## src/sv/fwrbv_pkg.sv

```systemverilog
// Shared types and constants for the queue with remove-by-value.
package fwrbv_pkg;

   localparam int DEFAULT_DEPTH = 16;
   localparam int WORD_W        = 32;
   localparam int COUNT_OUT_W   = 5;

   localparam logic [1:0] OP_PUSH   = 2'd0;
   localparam logic [1:0] OP_POP    = 2'd1;
   localparam logic [1:0] OP_REMOVE = 2'd2;

   // operation broadcast to every cell, already gated by the accept
   typedef struct packed {
      logic                     push;
      logic                     pop;
      logic                     remove;
      logic signed [WORD_W-1:0] value;
   } ctrl_type;

endpackage

```

## src/sv/fifo_with_remove_by_value.sv

```systemverilog
// Top level: bounded queue of signed words with push, pop and remove-by-value.
//
// Input channel (req_): one item is one operation. req_tuser carries the op
// code (push, pop head, remove first matching word); req_tdata carries the
// word to push or to search for. An item is taken when req_tvalid and
// req_tready are both high at a rising clock edge.
// Result channel (rsp_): exactly one item per accepted operation, giving the
// head word after the operation (0 when empty), the empty flag, the entry
// count, whether a remove deleted a match and whether a push was dropped.
// The result appears in the output register on the cycle after the accept.
// Throughput is one item per cycle while results are taken; every op is
// finished in the accepting cycle by a row of DEPTH cells that compare in
// parallel and shift toward the head, with the first-match flag passed
// cell to cell from the head.
// When the receiver stalls, the waiting result holds and req_tready stays
// low until it is taken; accept and delivery may coincide.
// Reset (synchronous, active high) empties the queue and drops any pending
// result; stored words are not cleared, only the fill count.
module fifo_with_remove_by_value
   import fwrbv_pkg::*;
#(
   parameter int DEPTH = DEFAULT_DEPTH
)(
   input  logic        clock,
   input  logic        reset,
   input  logic        req_tvalid,
   output logic        req_tready,
   input  logic [31:0] req_tdata,   // [31:0] value
   input  logic [1:0]  req_tuser,   // [1:0] op
   output logic        rsp_tvalid,
   input  logic        rsp_tready,
   output logic [39:0] rsp_tdata    // [31:0] head_value, [32] is_empty,
                                    // [37:33] entry_count, [38] removed,
                                    // [39] overflow
);

   localparam int CNT_W = $clog2(DEPTH + 1);
   localparam logic [CNT_W-1:0] DEPTH_CNT = CNT_W'(DEPTH);

   logic             accept;
   ctrl_type         ctrl;
   logic [CNT_W-1:0] count_ff;
   logic [CNT_W-1:0] count_in;
   logic             rsp_valid_ff;
   logic [39:0]      rsp_data_ff;

   logic [DEPTH-1:0]             occupied;
   logic [DEPTH-1:0]             tail_here;
   logic [DEPTH:0]               match_chain;
   logic signed [WORD_W-1:0]     cell_data [DEPTH];
   logic signed [WORD_W-1:0]     cell_next [DEPTH];

   logic                     full;
   logic                     overflow;
   logic                     removed;
   logic signed [WORD_W-1:0] head_value;
   logic [CNT_W+COUNT_OUT_W-1:0] count_wide;

   // next item may enter while the pending result is being taken
   assign req_tready = !rsp_valid_ff || rsp_tready;
   assign accept     = req_tvalid && req_tready;

   always_comb begin
      ctrl.push   = 1'b0;
      ctrl.pop    = 1'b0;
      ctrl.remove = 1'b0;
      ctrl.value  = req_tdata[WORD_W-1:0];
      if (accept) begin
         case (req_tuser)
            OP_PUSH:   ctrl.push   = 1'b1;
            OP_POP:    ctrl.pop    = 1'b1;
            OP_REMOVE: ctrl.remove = 1'b1;
            default:   ctrl.push   = 1'b0;  // unused code: no change
         endcase
      end
   end

   assign match_chain[0] = 1'b0;

   for (genvar k = 0; k < DEPTH; k++) begin : g_cell
      logic signed [WORD_W-1:0] neighbor;

      assign occupied[k]  = CNT_W'(k) < count_ff;
      assign tail_here[k] = CNT_W'(k) == count_ff;

      if (k == DEPTH - 1) begin : g_last
         assign neighbor = '0;
      end else begin : g_mid
         assign neighbor = cell_data[k+1];
      end

      fwrbv_cell u_cell (
         .clock     (clock),
         .ctrl      (ctrl),
         .occupied  (occupied[k]),
         .tail_here (tail_here[k]),
         .next_data (neighbor),
         .match_in  (match_chain[k]),
         .match_out (match_chain[k+1]),
         .data_out  (cell_data[k]),
         .data_next (cell_next[k])
      );
   end

   assign full     = count_ff == DEPTH_CNT;
   assign overflow = ctrl.push && full;
   assign removed  = ctrl.remove && match_chain[DEPTH];

   always_comb begin
      count_in = count_ff;
      if (ctrl.push && !full) begin
         count_in = count_ff + 1'b1;
      end else if ((ctrl.pop && count_ff != '0) || removed) begin
         count_in = count_ff - 1'b1;
      end
   end

   assign head_value = (count_in != '0) ? cell_next[0] : '0;
   assign count_wide = {{COUNT_OUT_W{1'b0}}, count_in};

   always_ff @(posedge clock) begin
      if (reset) begin
         count_ff     <= '0;
         rsp_valid_ff <= 1'b0;
      end else begin
         count_ff <= count_in;
         if (accept) begin
            rsp_valid_ff <= 1'b1;
         end else if (rsp_tready) begin
            rsp_valid_ff <= 1'b0;
         end
      end
      if (accept) begin
         rsp_data_ff <= {overflow, removed, count_wide[COUNT_OUT_W-1:0],
                         (count_in == '0), head_value};
      end
   end

   assign rsp_tvalid = rsp_valid_ff;
   assign rsp_tdata  = rsp_data_ff;

   // fill count never goes past the number of cells
   a_count_bound : assert property (@(posedge clock) disable iff (reset)
      count_ff <= DEPTH_CNT)
      else $error("fill count beyond depth");

   // a pop of a non-empty queue drops exactly one entry
   a_pop_count : assert property (@(posedge clock) disable iff (reset)
      (ctrl.pop && count_ff != '0) |=> (count_ff + 1'b1 == $past(count_ff)))
      else $error("pop did not drop one entry");

   // every accepted item leaves a result pending in the next cycle
   a_result_follows : assert property (@(posedge clock) disable iff (reset)
      accept |=> rsp_valid_ff)
      else $error("accepted item produced no result");

   // an empty result reports a zero head word and a zero count
   a_empty_result : assert property (@(posedge clock) disable iff (reset)
      (rsp_valid_ff && rsp_data_ff[32]) |->
         (rsp_data_ff[31:0] == '0 && rsp_data_ff[37:33] == '0))
      else $error("empty result with stale head or count");

endmodule

```

## src/sv/fwrbv_cell.sv

```systemverilog
// One storage cell of the queue: holds a word, compares, shifts toward the head.
module fwrbv_cell
   import fwrbv_pkg::*;
(
   input  logic                     clock,
   input  ctrl_type                 ctrl,
   input  logic                     occupied,   // cell index below fill count
   input  logic                     tail_here,  // cell index equals fill count
   input  logic signed [WORD_W-1:0] next_data,  // word of the neighbor behind
   input  logic                     match_in,   // a cell nearer the head matched
   output logic                     match_out,
   output logic signed [WORD_W-1:0] data_out,
   output logic signed [WORD_W-1:0] data_next
);

   logic signed [WORD_W-1:0] data_ff;
   logic signed [WORD_W-1:0] data_in;
   logic                     hit;
   logic                     shift;

   assign hit       = ctrl.remove && occupied && (data_ff == ctrl.value);
   assign match_out = match_in || hit;
   // a pop or a remove at or ahead of this cell pulls the neighbor's word in
   assign shift     = occupied && (ctrl.pop || (ctrl.remove && match_out));

   always_comb begin
      if (ctrl.push && tail_here) begin
         data_in = ctrl.value;
      end else if (shift) begin
         data_in = next_data;
      end else begin
         data_in = data_ff;
      end
   end

   always_ff @(posedge clock) begin
      data_ff <= data_in;
   end

   assign data_out  = data_ff;
   assign data_next = data_in;

endmodule
```

## config.mk

```make
export PLATFORM = sky130hd
export DESIGN_NAME = fifo_with_remove_by_value
export DESIGN_NICKNAME = d
export VERILOG_FILES = /design/src/sv/fwrbv_pkg.sv /design/src/sv/fifo_with_remove_by_value.sv /design/src/sv/fwrbv_cell.sv
export SDC_FILE = /design/constraint.sdc
export NUM_CORES = 1
export LEC_CHECK = 0
export BUFFER_PORTS_ARGS = -buffer_cell sky130_fd_sc_hd__buf_4
export CORE_MARGIN = 2
export CORE_UTILIZATION = 30
export CTS_BUF_LIST = sky130_fd_sc_hd__clkbuf_4 sky130_fd_sc_hd__clkbuf_8
export CTS_CLUSTER_SIZE = 12
export DETAILED_ROUTE_END_ITERATION = 10
export HOLD_SLACK_MARGIN = 0.15
export MAX_ROUTING_LAYER = met4
export PLACE_DENSITY = 0.5
export SLEW_MARGIN = 20
export SYNTH_ARGS = -nofsm -noshare
export SYNTH_HDL_FRONTEND = slang
export SYNTH_SLANG_ARGS = --single-unit
```

## constraint.sdc

```tcl
create_clock -name clock -period 5.15 [get_ports clock]
set_input_delay 0.515 -clock clock [delete_from_list [all_inputs] [get_ports clock]]
set_output_delay 0.515 -clock clock [all_outputs]
set_load 0.03 [all_outputs]
```

==> metrics.md <==
| Metric | Value |
|---|---|
| Status | finished, final reports clean |
| Asr flop ratio synth | 0 |
| Crit-path leading delay family | simple AND/OR/NAND/NOR gates |
| Vias in the first global route | 21385 |
| Later-pin clock latency in the skew report | 750 ps |
| ANT nets after route | 0 |
| Hold Path Stages | 3 |
| Hold Crit Class | primary input to flip-flop |
| Distinct cells, synth | 57 |
| Final nets | 2553 |
| Final hold vios | 0 |
| Worst reg-to-reg path cell count | 12 |
| Final core occ | 0.343 |
| Non-filler cells, final | 3964 |
| Worst Clk Skew | 41.8 ps |
| CTS Sinks | 558 |
| CTS Hold Buffers Added | 3 |
| YS warnings | 0 |
| Global-route wire length before repair | 161 mm |
| Top_reg_cell synth | edfxtp_1 |
| WL per Instance | 28.6 µm |
| Setup Crit Path Kind | flip-flop to flip-flop |
| Post-synth top area share | 0.500 |
| Maximum vdd ir drop | 0.197 mV |
| I/O Pins | 80 |
| Final setup TNS | 0 ps |
| Post-synth EDFFs | 520 |
| RSZ-0062 raised after global routing | false |
| Initial core utilization | 0.302 |
| Critical path peak fanout | 33 |
| Most Frequent Cell on Critical Path | nand4_1 |
| Syn Nets | 2466 |
| Worst-path clk slew | 60 ps |
| Die area | 0.107 mm² |
| Post-synth top cells | edfxtp_1 (520), mux2_2 (448), xor2_1 (331) |
| Die Wd | 327 µm |
| Slowest library cell on the worst path | dfxtp_1 |
| Largest net degree at the start of global routing | 41 |
| Detailed-placement wirelength estimate | 81.8 mm |
| Mapped cell area | 0.0312 mm² |
| Maxcap violations | 0 |
| CTS tree | yes |
| Number of I/O port buffers | 79 |
| Gr ovfl total | 0 |
| FILL cells | 10271 |
| Placed Cells | 3788 |
| Critical Path Stages | 12 |
| Iter 0 DRT Violations | 1768 |
| Largest cells by area after synthesis | edfxtp_1 (50%), mux2_2 (16%), xor2_1 (9.3%) |
| Vias | 20568 |
| Post-CTS Setup Repair Bufs | 0 |
| CTS root buf | clkbuf_8 |
| Num rows | 118 |
| Setup Viol. Count Final | 0 |
| Final Wtd Congestion | 0.957 |
| Cts repair resizes | 0 |
| F_max | 233 MHz |
| Crit path launch type | flip-flop |
| Endpoint class of the critical path | flip-flop |
| Cell chain of the critical path | a21oi_1, nor4_1, nand4_1, or4_1, nor4_2, nor3_1, buf_4, nand4b_2, nand4_1, a221oi_4, buf_12, a21boi_0 |
| Fraction of layout cells with a size suffix above 1 | 0.322 |
| Pwr Density | 316 mW/mm² |
| Synthesized area per cell | 12.9 µm² |
| Total CTS buffers | 97 |
| Min Tclk post-route | 4290 ps |
| Slowest stage delay, CP | 670 ps |
| Core area | 0.103 mm² |
| Sequential area share after synthesis | 0.524 |
| CP Buf/Inv Count | 2 |
| WP data required | 5610 ps |
| Max Slew Vio Count | 0 |
| Least-Margin Pin Slew | 960 ps |
| Total Routing Usage GR | 0.215 |
| Slew HR | 0.343 |
| Seq cells post-synth | 558 |
| Vias per cell | 5.19 |
| Initial antenna violation count | 0 |
| Final Cycle Share | 0.833 |
| WP data arrival | 4750 ps |
| First-pass DRT Iterations | 6 |
| Post-Route WL | 113 mm |
| Most frequent cell after synthesis | edfxtp_1 |
| Clock tree buffer depth | 3 |
| Htree depth | 3 |
| Cells after Synth | 2423 |
| Area leader, netlist | edfxtp_1 |
| Leak | 12.1 nW |
| Die height | 327 µm |
| Layout area overhead | 13.4% |
| Drt drc | 0 |
## final cells by class
type                            instances  area [µm²]  share of cell area
Timing Repair Buffer                  192        1510              0.0427
Antenna cell                            1        2.50           0.0000707
Multi-Input combinational cell       1651       13900               0.392
Clock inverter                         40         214             0.00604
Inverter                               10        37.5             0.00106
Clock buffer                          132        1640              0.0464
Tap cell                             1380        1730              0.0488
Sequential cell                       558       16400               0.463
## cell usage in the layout (no fill, tap or decap), types with 4 or more instances in the layout
cell type	n
o21ai_2	9
clkbuf_8	104
xnor2_1	183
nor3_1	38
clkbuf_4	28
nand4_1	109
nor2_1	72
and2_1	5
mux2_2	448
mux2i_1	34
a21o_1	5
dfxtp_1	38
nand3_1	34
buf_4	184
buf_12	5
nor2b_1	6
and3_1	33
clkinv_1	25
a21boi_2	20
clkinv_2	9
xor2_1	331
edfxtp_1	520
nor4_1	141
or4_1	10
inv_1	9
o21ai_0	7
nand2_1	48
nand2b_1	9
a21oi_1	37
a21boi_1	10
or3_1	9
nand4b_1	4
ha_1	5
nor4b_1	8
## sequential cells by signal (all words and copies together), names as in the netlist
signal,flops
g_cell.u_cell.data_out,512
rsp_tvalid,1
count_ff,5
rsp_tdata,40
## final timing paths
kind | from | endpoint | slack, ps
worst max-delay path | count_ff[4]$_SDFF_PP0_ | rsp_tdata[30]$_SDFFCE_PN0N_ | 860
worst min-delay path | req_tdata[2] | g_cell[0].u_cell.data_out[2]$_DFF_P_ | 240
worst max register to register | count_ff[4]$_SDFF_PP0_ | rsp_tdata[30]$_SDFFCE_PN0N_ | 860
worst min register to register | g_cell[0].u_cell.data_out[1]$_DFF_P_ | g_cell[0].u_cell.data_out[1]$_DFF_P_ | 580
## worst register-to-register path: cells and delay by family (launching register included)
family / cells / cell delay (ps)
compound gates: 3 / 890
simple gates: 7 / 2000
flops: 1 / 670
buf+inv: 2 / 460
## per-layer routing
layer  routed length [µm]  track usage
met2                57700        0.373
met5                    0            -
met3                 5490       0.0302
met4                 4210       0.0744
met1                45800        0.255
## cell families after synthesis
logic type / synth area share
flops: 0.524
simple gates: 0.101
compound gates: 0.0233
fa+ha+maj: 0.00200
mux: 0.172
buf+inv: 0.0329
xor+xnor: 0.144
## power breakdown
group          internal (W)  switching [W]  total (W)
clock network       0.00211        0.00195    0.00406
logic              0.000595        0.00117    0.00176
registers           0.00519       0.000163    0.00536
total               0.00790        0.00328     0.0112
## stage by stage
| stage | hold slack (ps) | worst slack [ps] | total power (W) | area, µm² |
|---|---|---|---|---|
| finish | 241 | 862 | 0.0112 | 35400 |
| global route | 209 | 671 | 0.0116 | 35400 |
| CTS | 158 | 931 | 0.0113 | 35400 |
| detailed placement | 570 | 757 | 0.00721 | 33500 |
| global placement | 562 | 793 | 0.00720 | 33500 |
| floorplan | 538 | 113 | 0.00649 | 31200 |
No activity file was read; power rests on OpenSTA's default activity.
